<file path="config.mk">
export PLATFORM = sky130hd
export DESIGN_NAME = path_dot_segment_simplifier
export DESIGN_NICKNAME = d
export VERILOG_FILES = /design/src/pds_pkg.sv /design/src/path_dot_segment_simplifier.sv /design/src/pds_ram.sv
export SDC_FILE = /design/constraint.sdc
export NUM_CORES = 1
export LEC_CHECK = 0
export BUFFER_PORTS_ARGS = -buffer_cell sky130_fd_sc_hd__buf_2
export CAP_MARGIN = 40
export CORE_ASPECT_RATIO = 1.2
export CORE_MARGIN = 2
export CORE_UTILIZATION = 45
export DETAILED_ROUTE_END_ITERATION = 10
export HOLD_SLACK_MARGIN = 0.05
export SETUP_SLACK_MARGIN = 0.1
export SKIP_LAST_GASP = 1
export SYNTH_ARGS = -nofsm -noshare
export SYNTH_HDL_FRONTEND = slang
export SYNTH_SLANG_ARGS = --single-unit
</file>
<file path="constraint.sdc">
create_clock -name i_clk -period 9.6 [get_ports i_clk]
set_input_delay 0.96 -clock i_clk [delete_from_list [all_inputs] [get_ports i_clk]]
set_output_delay 0.96 -clock i_clk [all_outputs]
set_load 0.005 [all_outputs]
</file>
<file path="src/pds_pkg.sv">
// Shared types and constants of the path dot-segment simplifier.
// No dependencies; used by the top level, the checker and the testbench.

package pds_pkg;

    typedef enum logic [1:0] {
        CLS_NONE   = 2'd0,
        CLS_DOT    = 2'd1,
        CLS_DOTDOT = 2'd2,
        CLS_NAME   = 2'd3
    } t_seg_class;

    localparam logic [7:0] CHAR_SLASH = 8'h2F;
    localparam logic [7:0] CHAR_DOT   = 8'h2E;

endpackage

</file>
<file path="src/path_dot_segment_simplifier.sv">
// Top level of the path dot-segment simplifier: control sequencer around two RAMs.
// Depends on pds_pkg and pds_ram.
//
// Usage:
//   Request channel: i_path_byte / i_path_end with i_path_valid / o_path_ready.
//   One request per path character; i_path_end marks the last one.
//   Result channel: o_result_byte / o_result_end / o_overflow with
//   o_result_valid / i_result_ready; o_result_end marks the last character.
// Sequencing:
//   A plain name byte is written in S_IDLE, the first byte of a segment
//   also in S_OPEN2 (the '/' and the byte go through the single write port
//   of the byte store; not when there is no room and the byte is dropped),
//   a '/' closes the segment in S_CLOSE and a ".." close with a kept
//   segment also passes S_POP (stack read latency). After the last request
//   each result byte passes S_EMIT_RD to read the byte store and S_OUT to
//   present the registered read data.
//   Requests are not taken while a result burst is in flight.
// Reset: synchronous active-low i_rst_n clears control state; the RAMs
//   are not cleared, entries are read only after the current path wrote them.
// Stall: a result holds on the outputs while i_result_ready is low.

module path_dot_segment_simplifier #(
    parameter int MAX_PATH = 64
) (
    input  logic       i_clk,
    input  logic       i_rst_n,
    input  logic       i_path_valid,
    output logic       o_path_ready,
    input  logic [7:0] i_path_byte,
    input  logic       i_path_end,
    output logic       o_result_valid,
    input  logic       i_result_ready,
    output logic [7:0] o_result_byte,
    output logic       o_result_end,
    output logic       o_overflow
);

    localparam int AW  = $clog2(MAX_PATH);
    localparam int PW  = $clog2(MAX_PATH + 1);
    localparam int SD  = MAX_PATH / 2;
    localparam int SAW = $clog2(SD);
    localparam int KW  = $clog2(SD + 1);

    typedef enum logic [5:0] {
        S_IDLE    = 6'b000001,
        S_OPEN2   = 6'b000010,
        S_CLOSE   = 6'b000100,
        S_POP     = 6'b001000,
        S_EMIT_RD = 6'b010000,
        S_OUT     = 6'b100000
    } t_state;

    t_state              r_state, n_state;
    logic [PW-1:0]       r_wp, n_wp;
    logic [PW-1:0]       r_cs, n_cs;
    logic [KW-1:0]       r_kept, n_kept;
    pds_pkg::t_seg_class r_class, n_class;
    logic                r_ovf, n_ovf;
    logic                r_last, n_last;
    logic [PW-1:0]       r_k, n_k;
    logic                r_empty, n_empty;
    logic [7:0]          r_byte, n_byte;

    logic                store_we;
    logic [AW-1:0]       store_waddr;
    logic [7:0]          store_wdata;
    logic                store_re;
    logic [7:0]          store_rdata;
    logic                stack_we;
    logic                stack_re;
    logic [SAW-1:0]      stack_raddr;
    logic [PW-1:0]       stack_rdata;

    logic [KW-1:0]       kept_dec;
    logic                open_fits;
    logic                ext_fits;
    logic                name_ok;
    logic [PW:0]         k_next;

    assign kept_dec  = r_kept - KW'(1);
    assign open_fits = ({1'b0, r_wp} + (PW+1)'(2)) <= (PW+1)'(MAX_PATH);
    assign ext_fits  = (r_wp > r_cs) && ({1'b0, r_wp} < (PW+1)'(MAX_PATH));
    assign name_ok   = (({1'b0, r_cs} + (PW+1)'(2)) <= {1'b0, r_wp})
                       && (r_kept < KW'(SD));
    assign k_next    = {1'b0, r_k} + (PW+1)'(1);

    always_comb begin
        n_state     = r_state;
        n_wp        = r_wp;
        n_cs        = r_cs;
        n_kept      = r_kept;
        n_class     = r_class;
        n_ovf       = r_ovf;
        n_last      = r_last;
        n_k         = r_k;
        n_empty     = r_empty;
        n_byte      = r_byte;
        store_we    = 1'b0;
        store_waddr = r_wp[AW-1:0];
        store_wdata = i_path_byte;
        store_re    = 1'b0;
        stack_we    = 1'b0;
        stack_re    = 1'b0;
        stack_raddr = kept_dec[SAW-1:0];
        case (r_state)
            S_IDLE: begin
                if (i_path_valid) begin
                    n_last = i_path_end;
                    if (i_path_byte == pds_pkg::CHAR_SLASH) begin
                        n_state = S_CLOSE;
                    end else if (r_class == pds_pkg::CLS_NONE) begin
                        n_cs    = r_wp;
                        n_class = (i_path_byte == pds_pkg::CHAR_DOT) ?
                                  pds_pkg::CLS_DOT : pds_pkg::CLS_NAME;
                        if (open_fits) begin
                            store_we    = 1'b1;
                            store_wdata = pds_pkg::CHAR_SLASH;
                            n_wp        = r_wp + PW'(1);
                            n_byte      = i_path_byte;
                            n_state     = S_OPEN2;
                        end else begin
                            n_ovf   = 1'b1;
                            n_state = i_path_end ? S_CLOSE : S_IDLE;
                        end
                    end else begin
                        n_class = (r_class == pds_pkg::CLS_DOT &&
                                   i_path_byte == pds_pkg::CHAR_DOT) ?
                                  pds_pkg::CLS_DOTDOT : pds_pkg::CLS_NAME;
                        if (ext_fits) begin
                            store_we = 1'b1;
                            n_wp     = r_wp + PW'(1);
                        end else begin
                            n_ovf = 1'b1;
                        end
                        n_state = i_path_end ? S_CLOSE : S_IDLE;
                    end
                end
            end
            S_OPEN2: begin
                store_we    = 1'b1;
                store_wdata = r_byte;
                n_wp        = r_wp + PW'(1);
                n_state     = r_last ? S_CLOSE : S_IDLE;
            end
            S_CLOSE: begin
                n_class = pds_pkg::CLS_NONE;
                n_state = r_last ? S_EMIT_RD : S_IDLE;
                case (r_class)
                    pds_pkg::CLS_DOT: begin
                        n_wp = r_cs;
                    end
                    pds_pkg::CLS_DOTDOT: begin
                        n_wp = r_cs;
                        if (r_kept != '0) begin
                            stack_re = 1'b1;
                            n_kept   = kept_dec;
                            n_state  = S_POP;
                        end
                    end
                    pds_pkg::CLS_NAME: begin
                        if (name_ok) begin
                            stack_we = 1'b1;
                            n_kept   = r_kept + KW'(1);
                        end else begin
                            n_wp = r_cs;
                        end
                    end
                    default: begin
                    end
                endcase
            end
            S_POP: begin
                n_wp    = stack_rdata;
                n_state = r_last ? S_EMIT_RD : S_IDLE;
            end
            S_EMIT_RD: begin
                if (r_wp == '0) begin
                    n_empty = 1'b1;
                end else begin
                    store_re = 1'b1;
                end
                n_state = S_OUT;
            end
            S_OUT: begin
                if (i_result_ready) begin
                    if (o_result_end) begin
                        n_wp    = '0;
                        n_cs    = '0;
                        n_kept  = '0;
                        n_class = pds_pkg::CLS_NONE;
                        n_ovf   = 1'b0;
                        n_last  = 1'b0;
                        n_k     = '0;
                        n_empty = 1'b0;
                        n_state = S_IDLE;
                    end else begin
                        n_k     = k_next[PW-1:0];
                        n_state = S_EMIT_RD;
                    end
                end
            end
            default: begin
                n_state = S_IDLE;
            end
        endcase
    end

    always_ff @(posedge i_clk) begin
        if (!i_rst_n) begin
            r_state <= S_IDLE;
            r_wp    <= '0;
            r_cs    <= '0;
            r_kept  <= '0;
            r_class <= pds_pkg::CLS_NONE;
            r_ovf   <= 1'b0;
            r_last  <= 1'b0;
            r_k     <= '0;
            r_empty <= 1'b0;
        end else begin
            r_state <= n_state;
            r_wp    <= n_wp;
            r_cs    <= n_cs;
            r_kept  <= n_kept;
            r_class <= n_class;
            r_ovf   <= n_ovf;
            r_last  <= n_last;
            r_k     <= n_k;
            r_empty <= n_empty;
        end
    end

    always_ff @(posedge i_clk) begin
        r_byte <= n_byte;
    end

    pds_ram #(
        .WIDTH (8),
        .DEPTH (MAX_PATH)
    ) u_store (
        .i_clk   (i_clk),
        .i_we    (store_we),
        .i_waddr (store_waddr),
        .i_wdata (store_wdata),
        .i_re    (store_re),
        .i_raddr (r_k[AW-1:0]),
        .o_rdata (store_rdata)
    );

    pds_ram #(
        .WIDTH (PW),
        .DEPTH (SD)
    ) u_stack (
        .i_clk   (i_clk),
        .i_we    (stack_we),
        .i_waddr (r_kept[SAW-1:0]),
        .i_wdata (r_cs),
        .i_re    (stack_re),
        .i_raddr (stack_raddr),
        .o_rdata (stack_rdata)
    );

    assign o_path_ready   = (r_state == S_IDLE);
    assign o_result_valid = (r_state == S_OUT);
    assign o_result_byte  = r_empty ? pds_pkg::CHAR_SLASH : store_rdata;
    assign o_result_end   = r_empty || (k_next == {1'b0, r_wp});
    assign o_overflow     = r_ovf;

endmodule

</file>
<file path="src/pds_ram.sv">
// Simple dual-port synchronous RAM, one write and one registered read port.
// No dependencies; used by the top level for the byte store and the segment stack.

module pds_ram #(
    parameter int WIDTH = 8,
    parameter int DEPTH = 64
) (
    input  logic                     i_clk,
    input  logic                     i_we,
    input  logic [$clog2(DEPTH)-1:0] i_waddr,
    input  logic [WIDTH-1:0]         i_wdata,
    input  logic                     i_re,
    input  logic [$clog2(DEPTH)-1:0] i_raddr,
    output logic [WIDTH-1:0]         o_rdata
);

    logic [WIDTH-1:0] r_mem [DEPTH];
    logic [WIDTH-1:0] r_rdata;

    always_ff @(posedge i_clk) begin
        if (i_we) begin
            r_mem[i_waddr] <= i_wdata;
        end
    end

    always_ff @(posedge i_clk) begin
        if (i_re) begin
            r_rdata <= r_mem[i_raddr];
        end
    end

    assign o_rdata = r_rdata;

endmodule

</file>
## After elaboration in Yosys (flattened, before gate mapping)

Memories as Yosys holds them, arrays and structs flattened. A register that Yosys moved wholly into a read port is not among the register bits.
Cells that the tools add are included.

| storage, ports and cells | value |
|---|---|
| memories kept | 2 |
| bits in latches | 0 |
| memory bits (read-only) | 0 |
| register bits | 46 |
| memory bits (writable) | 736 |
| word-level logic and storage cells | 151 |

Memory list:

| memory | depth | width | rd ports | clocked after memory_dff | wr ports | RTL line | RTL |
|---|---|---|---|---|---|---|---|
| u_store.r_mem | 64 | 8 | 1 | 1 | 1 | pds_ram.sv:17 | `logic [WIDTH-1:0] r_mem [DEPTH];` |
| u_stack.r_mem | 32 | 7 | 1 | 1 | 1 | pds_ram.sv:17 |  |

| operators by class | value |
|---|---|
| add/sub/neg operators | 6 |
| bitwise logic cells | 1 |
| multipliers | 0 |
| equality and inequality tests | 27 |
| multiplexer cells | 77 |
| order comparisons | 5 |
| divide/modulo/power cells | 0 |
| shifts and indexed selects | 0 |
| reductions and logical operators | 23 |

Operators by type and width:

| cell | count |
|---|---|
| 2-to-1 mux 7 bit | 12 |
| 2-to-1 mux 6 bit | 8 |
| 2-to-1 mux 8 bit | 5 |
| one-hot mux 6 bit (6 select lines) | 1 |
| one-hot mux 7 bit (5 select lines) | 1 |
| one-hot mux 7 bit (2 select lines) | 2 |
| 2-to-1 mux 1 bit | 27 |
| one-hot mux 6 bit (2 select lines) | 2 |
| 2-to-1 mux 5 bit | 4 |
| inequality test 3 bit, second input constant | 6 |
| adder 7 x 2 -> 8 bit, second input constant | 2 |
| equality test 8 x 6 -> 1 bit, second input constant | 2 |
| one-hot mux 8 bit (2 select lines) | 1 |
| 2-to-1 mux 2 bit | 6 |
| AND reduction 6 bit | 2 |
| AND reduction 5 bit | 2 |
| 2-to-1 mux 3 bit | 3 |
| AND reduction 9 bit | 1 |
| adder 7 x 1 -> 8 bit, second input constant | 1 |
| equality test 8 x 7 -> 1 bit | 1 |
| <= comparator 8 x 7 -> 1 bit | 1 |
| <= comparator 8 x 7 -> 1 bit, second input constant | 1 |
| one-hot mux 1 bit (2 select lines) | 4 |
| AND reduction 4 bit | 2 |
| 31 further kinds | 42 |

## Depth between registers and ports, before layout

| depth | value |
|---|---|
| depth after elaboration | 9 |
| gate-level depth with buffers | 13 |
| gate-level depth less buffers | 12 |

## Modules after synthesis

A second synthesis with hierarchy kept.

| second synthesis, totals | value |
|---|---|
| cells, all modules | 1,737 |
| area, all modules | 32,640.1 µm² |

Modules (own cells, without submodules):

| module | cells an instance | area an instance (µm²) | seq. area each (µm²) | times used |
|---|---|---|---|---|
| pds_ram at u_store | 940 | 20,246.9 | 15,615.0 | 1 |
| pds_ram at u_stack | 370 | 8,903.5 | 6,936.7 | 1 |
| path_dot_segment_simplifier | 427 | 3,489.6 | 1,001.0 | 1 |

## Worst setup path after synthesis

Ideal clock, no wire load.

| path | value |
|---|---|
| path type | input port to flip-flop |
| start point | in i_path_byte[4] |
| end point | mem u_store.r_mem[0][1], data pin |
| arrival | 2,999 ps |
| path buffers | 0 |
| setup slack | 6,058 ps |
| required time | 9,058 ps |
| stages | 4 |
| library setup time | 542 ps |
| cell sequence | or4b_2 -> nor2_1 -> o21bai_1 -> o211ai_1 |

| on the way | value |
|---|---|
| longest elaborated chain between the ends | 4 |

RTL lines:

| element | RTL line | RTL |
|---|---|---|
| start, declared | path_dot_segment_simplifier.sv:29 | `input logic [7:0] i_path_byte,` |
| equality test 8 x 6 -> 1 bit | path_dot_segment_simplifier.sv:109 | `if (i_path_byte == pds_pkg::CHAR_SLASH) begin` |
| 2-to-1 mux 8 bit | path_dot_segment_simplifier.sv:109 |  |
| 2-to-1 mux 8 bit | path_dot_segment_simplifier.sv:107 | `if (i_path_valid) begin` |
| one-hot mux 8 bit (2 select lines) | path_dot_segment_simplifier.sv:105 | `case (r_state)` |
| via store_wdata[1] | path_dot_segment_simplifier.sv:66 | `logic [7:0] store_wdata;` |
| end, declared | pds_ram.sv:17 |  |

The timed path passes the listed nets, and every way through them passes these cells.

## Worst setup path after layout

| path | value |
|---|---|
| start point | reg r_k[2] |
| end point | out o_result_end |

| on the way | value |
|---|---|
| longest elaborated chain between the ends | 3 |

RTL lines:

| element | RTL line | RTL |
|---|---|---|
| start, declared | path_dot_segment_simplifier.sv:60 | `logic [PW-1:0] r_k, n_k;` |
| start signal, assigned | path_dot_segment_simplifier.sv:227 | `r_k <= n_k;` |
| adder 7 x 1 -> 8 bit | path_dot_segment_simplifier.sv:85 | `assign k_next = {1'b0, r_k} + (PW+1)'(1);` |
| equality test 8 x 7 -> 1 bit | path_dot_segment_simplifier.sv:265 | `assign o_result_end = r_empty \|\| (k_next == {1'b0, r_wp});` |
| logical OR 1 bit | path_dot_segment_simplifier.sv:265 |  |
| end, declared | path_dot_segment_simplifier.sv:34 | `output logic o_result_end,` |

Every way passes these cells.

==> qor.yml <==
outcome:
  status: "complete, no violations"
synth:
  ys_seq_area_frac: 0.723
  ys_warn_count: 0
  synthArstFlopShare: 0
  syn_area_per_cell_um2: 17.3
  yosysTopAreaCellShare: 0.700
  yosysMostFrequentCell: "edfxtp_1"
  synth_area_leader_cell: "edfxtp_1"
  netlist_instances: 1884
  synthMuxAreaShare: 0.142
  ys.flop_type: "edfxtp_1"
  synth-edff-count: 759
  synthTopCellsByCount: "759 x edfxtp_1, 142 x mux4_2, 128 x nor2_1"
  synthAdderAreaFrac: 0.0108
  synth_top_family_by_area: "multiplexers"
  synth.lib_cells_used.distinct: 66
  syn_nets: 1925
  synth-compound-area-share: 0.0549
  synth-simple-area-share: 0.0498
  ys_ff_latch: 797
  synth-xor-area-share: 0.00403
  synth.cell_area_mm2: 0.0326
  yosys-top-cells-area: "edfxtp_1 70%, mux4_2 9.8%, mux2i_1 3.0%, dfxtp_1 2.3%, a21oi_1 1.7%"
clock_tree:
  hold_buffers: 0
  cts_tree: "built"
  root_buffer: "clkbuf_16"
  cts_buffers: 79
  htree_levels: 3
  clk_pin_slew_ns: 0.06
  post_cts_buffers: 0
  ctsResizeCount: 0
  clock-sinks: 797
  clk_latency_ns: 0.61
  clockBufferDepth: 3
drt:
  wl_per_cell_um: 26.2
  drc: 0
  vias_per_cell: 5.86
  top_layer: "met5"
  dr.pass1.iters: 5
  wirelength_um: 77000
  dr_wl_met2_um: 40700
  vias: 17198
  drt_iter0_drc: 1557
  wl_met1_um: 30200
  wl_met3_um: 3730
  postRouteAntennaNets: 0
global_routing:
  grt_start_max_net_pins: 65
  antenna_found_initial: 4
  grt_pass1_wl_um: 115000
  grt_pass1_vias: 17713
  grt.overflow.total: 0
  track_usage: 0.207
critical_path:
  path_max_fanout: 17
  worstRegToRegCells: 10
  rr_startpoint: "r_wp[0]$_SDFFE_PN0P_"
  cp.required_ns: 8.64
  cp-start-kind: "flip-flop"
  end_kind: "primary output"
  cp_cell_sequence: "buf_4 > nand3_1 > o21ai_0 > o31ai_1 > o41a_1 > inv_1 > buf_2"
  cpPeakStageDelay_ns: 0.65
  timing.rr.end: "u_store.r_mem[38][7]$_DFFE_PP_"
  slowest_stage: "dfxtp_1"
  arrival_ns: 3.45
  critical_path_class: "flip-flop to primary output"
  r2r_setup_slack_ns: 5.42
layout:
  diodes: 0
  area_growth_pct: 12.5
  nets: 1979
  drive_above_1_share: 0.200
  fin_util: 0.509
  final_area_mm2: 0.0367
  final_cells: 2936
timing:
  fin_crit_ns: 4.41
  slew_headroom: 0.340
  rsz0062_at_grt: "false"
  setup_tns_ns: 0
  drv_slew: 0
  post-route-period-util: 0.459
  setup_violations: 0
  skew_ns: 0.0279
  hold_viol: 0
  tightest_slew_ns: 0.983
  fmax_mhz: 227
power:
  p_leak_nw: 11.0
  power_density_mw_per_mm2: 220
  ir_drop_mv: 0.168
flow_run:
  max_cap_violations: 0
floorplanning:
  dieHeight_um: 299
  die_w_um: 250
  io_pins: 25
  core_area_mm2: 0.0720
  start_util: 0.452
  dieArea_mm2: 0.0746
  num_rows: 108
hold_path:
  holdPathEnd: "r_state[2]$_SDFFE_PN0P_"
  hold_path_depth: 2
  min_from: "r_last$_SDFFE_PN0P_"
  hold_path_class: "flip-flop to flip-flop"
place:
  dp_hpwl_um: 49600
  dpl_cell_area_mm2: 0.0341
  place_inst: 2792
  portBuffers: 24
  gp_congestion: 0.860
-- sequential cells by signal, indices dropped and copies added, names as in the netlist --
signal,cells
r_state,6
r_k,7
u_store.r_mem,512
u_store.o_rdata,8
u_stack.r_mem,224
o_overflow,1
r_kept,6
r_cs,7
r_byte,8
r_class,2
u_stack.o_rdata,7
r_last,1
r_empty,1
r_wp,7
-- critical path: cells and delay by family, from the launching register on --
kind	cells	cell delay [ns]
compound gates	3	0.92
buf+inv	3	1.04
flops	1	0.65
simple gates	1	0.22
-- final cells by class --
type | count | area, µm²
flip-flops and latches | 797 | 23600
fillers | 5799 | 35400
clock inverters | 39 | 369
well taps | 935 | 1170
multi-input cells | 960 | 8560
repair buffers | 71 | 701
inverters | 29 | 109
clock buffers | 105 | 2180
-- layer usage --
layer  up-vias  track usage
met3       131       0.0335
met2       495        0.374
met5         -            0
li1       7673            -
met4         8       0.0744
met1      8891        0.251
-- how the worst max path moves through the flow --
stage                                     from                              to  slack (ns)
after CTS                  r_k[1]$_SDFFE_PN0P_                    o_result_end        5.20
final                      r_k[2]$_SDFFE_PN0P_                    o_result_end        5.19
after floorplan                 i_path_byte[4]   u_store.r_mem[0][1]$_DFFE_PP_        6.06
after detailed placement  r_wp[0]$_SDFFE_PN0P_  u_store.r_mem[38][6]$_DFFE_PP_        5.41
after global placement    r_wp[0]$_SDFFE_PN0P_  u_store.r_mem[37][5]$_DFFE_PP_        4.98
after global routing       r_k[1]$_SDFFE_PN0P_                    o_result_end        5.05
-- cells by family (layout without fill, tap and decap cells) --
group,Yosys count,in the layout
adder cells (fa/ha/maj),28,28
AO/OA/AOI/OAI,287,287
buffers and inverters,127,244
AND/OR/NAND/NOR,351,351
XOR/XNOR,15,15
multiplexers,279,279
flip-flops,797,797
-- cell usage in the layout, fill, tap and decap left out, types with 18 or more instances in the layout --
cell type    n
buf_2       24
a21oi_1    110
nand2_1     90
dfxtp_1     34
nor2_1     128
inv_1       27
mux2i_1     97
o221ai_1    32
clkbuf_16   81
edfxtp_1   759
o22ai_1     33
mux2_2      40
o21ai_0     59
clkbuf_1    18
nor3_1      21
nand3_1     30
ha_1        27
mux4_2     142
buf_4       31
-- power breakdown --
group | switching [W] | internal (W)
registers | 0.0000452 | 0.00409
logic | 0.000682 | 0.000231
clock network | 0.00126 | 0.00176
total | 0.00199 | 0.00608
-- stage by stage --
stage	setup slack (ns)	hold slack [ns]	total power, W
5_1_grt	5.05	0.523	0.00834
6_report	5.19	0.506	0.00807
3_3_place_gp	4.98	0.476	0.00506
3_5_place_dp	5.41	0.493	0.00512
4_1_cts	5.20	0.504	0.00815
2_1_floorplan	6.06	0.455	0.00468
Power figures use the tool's default switching activity.
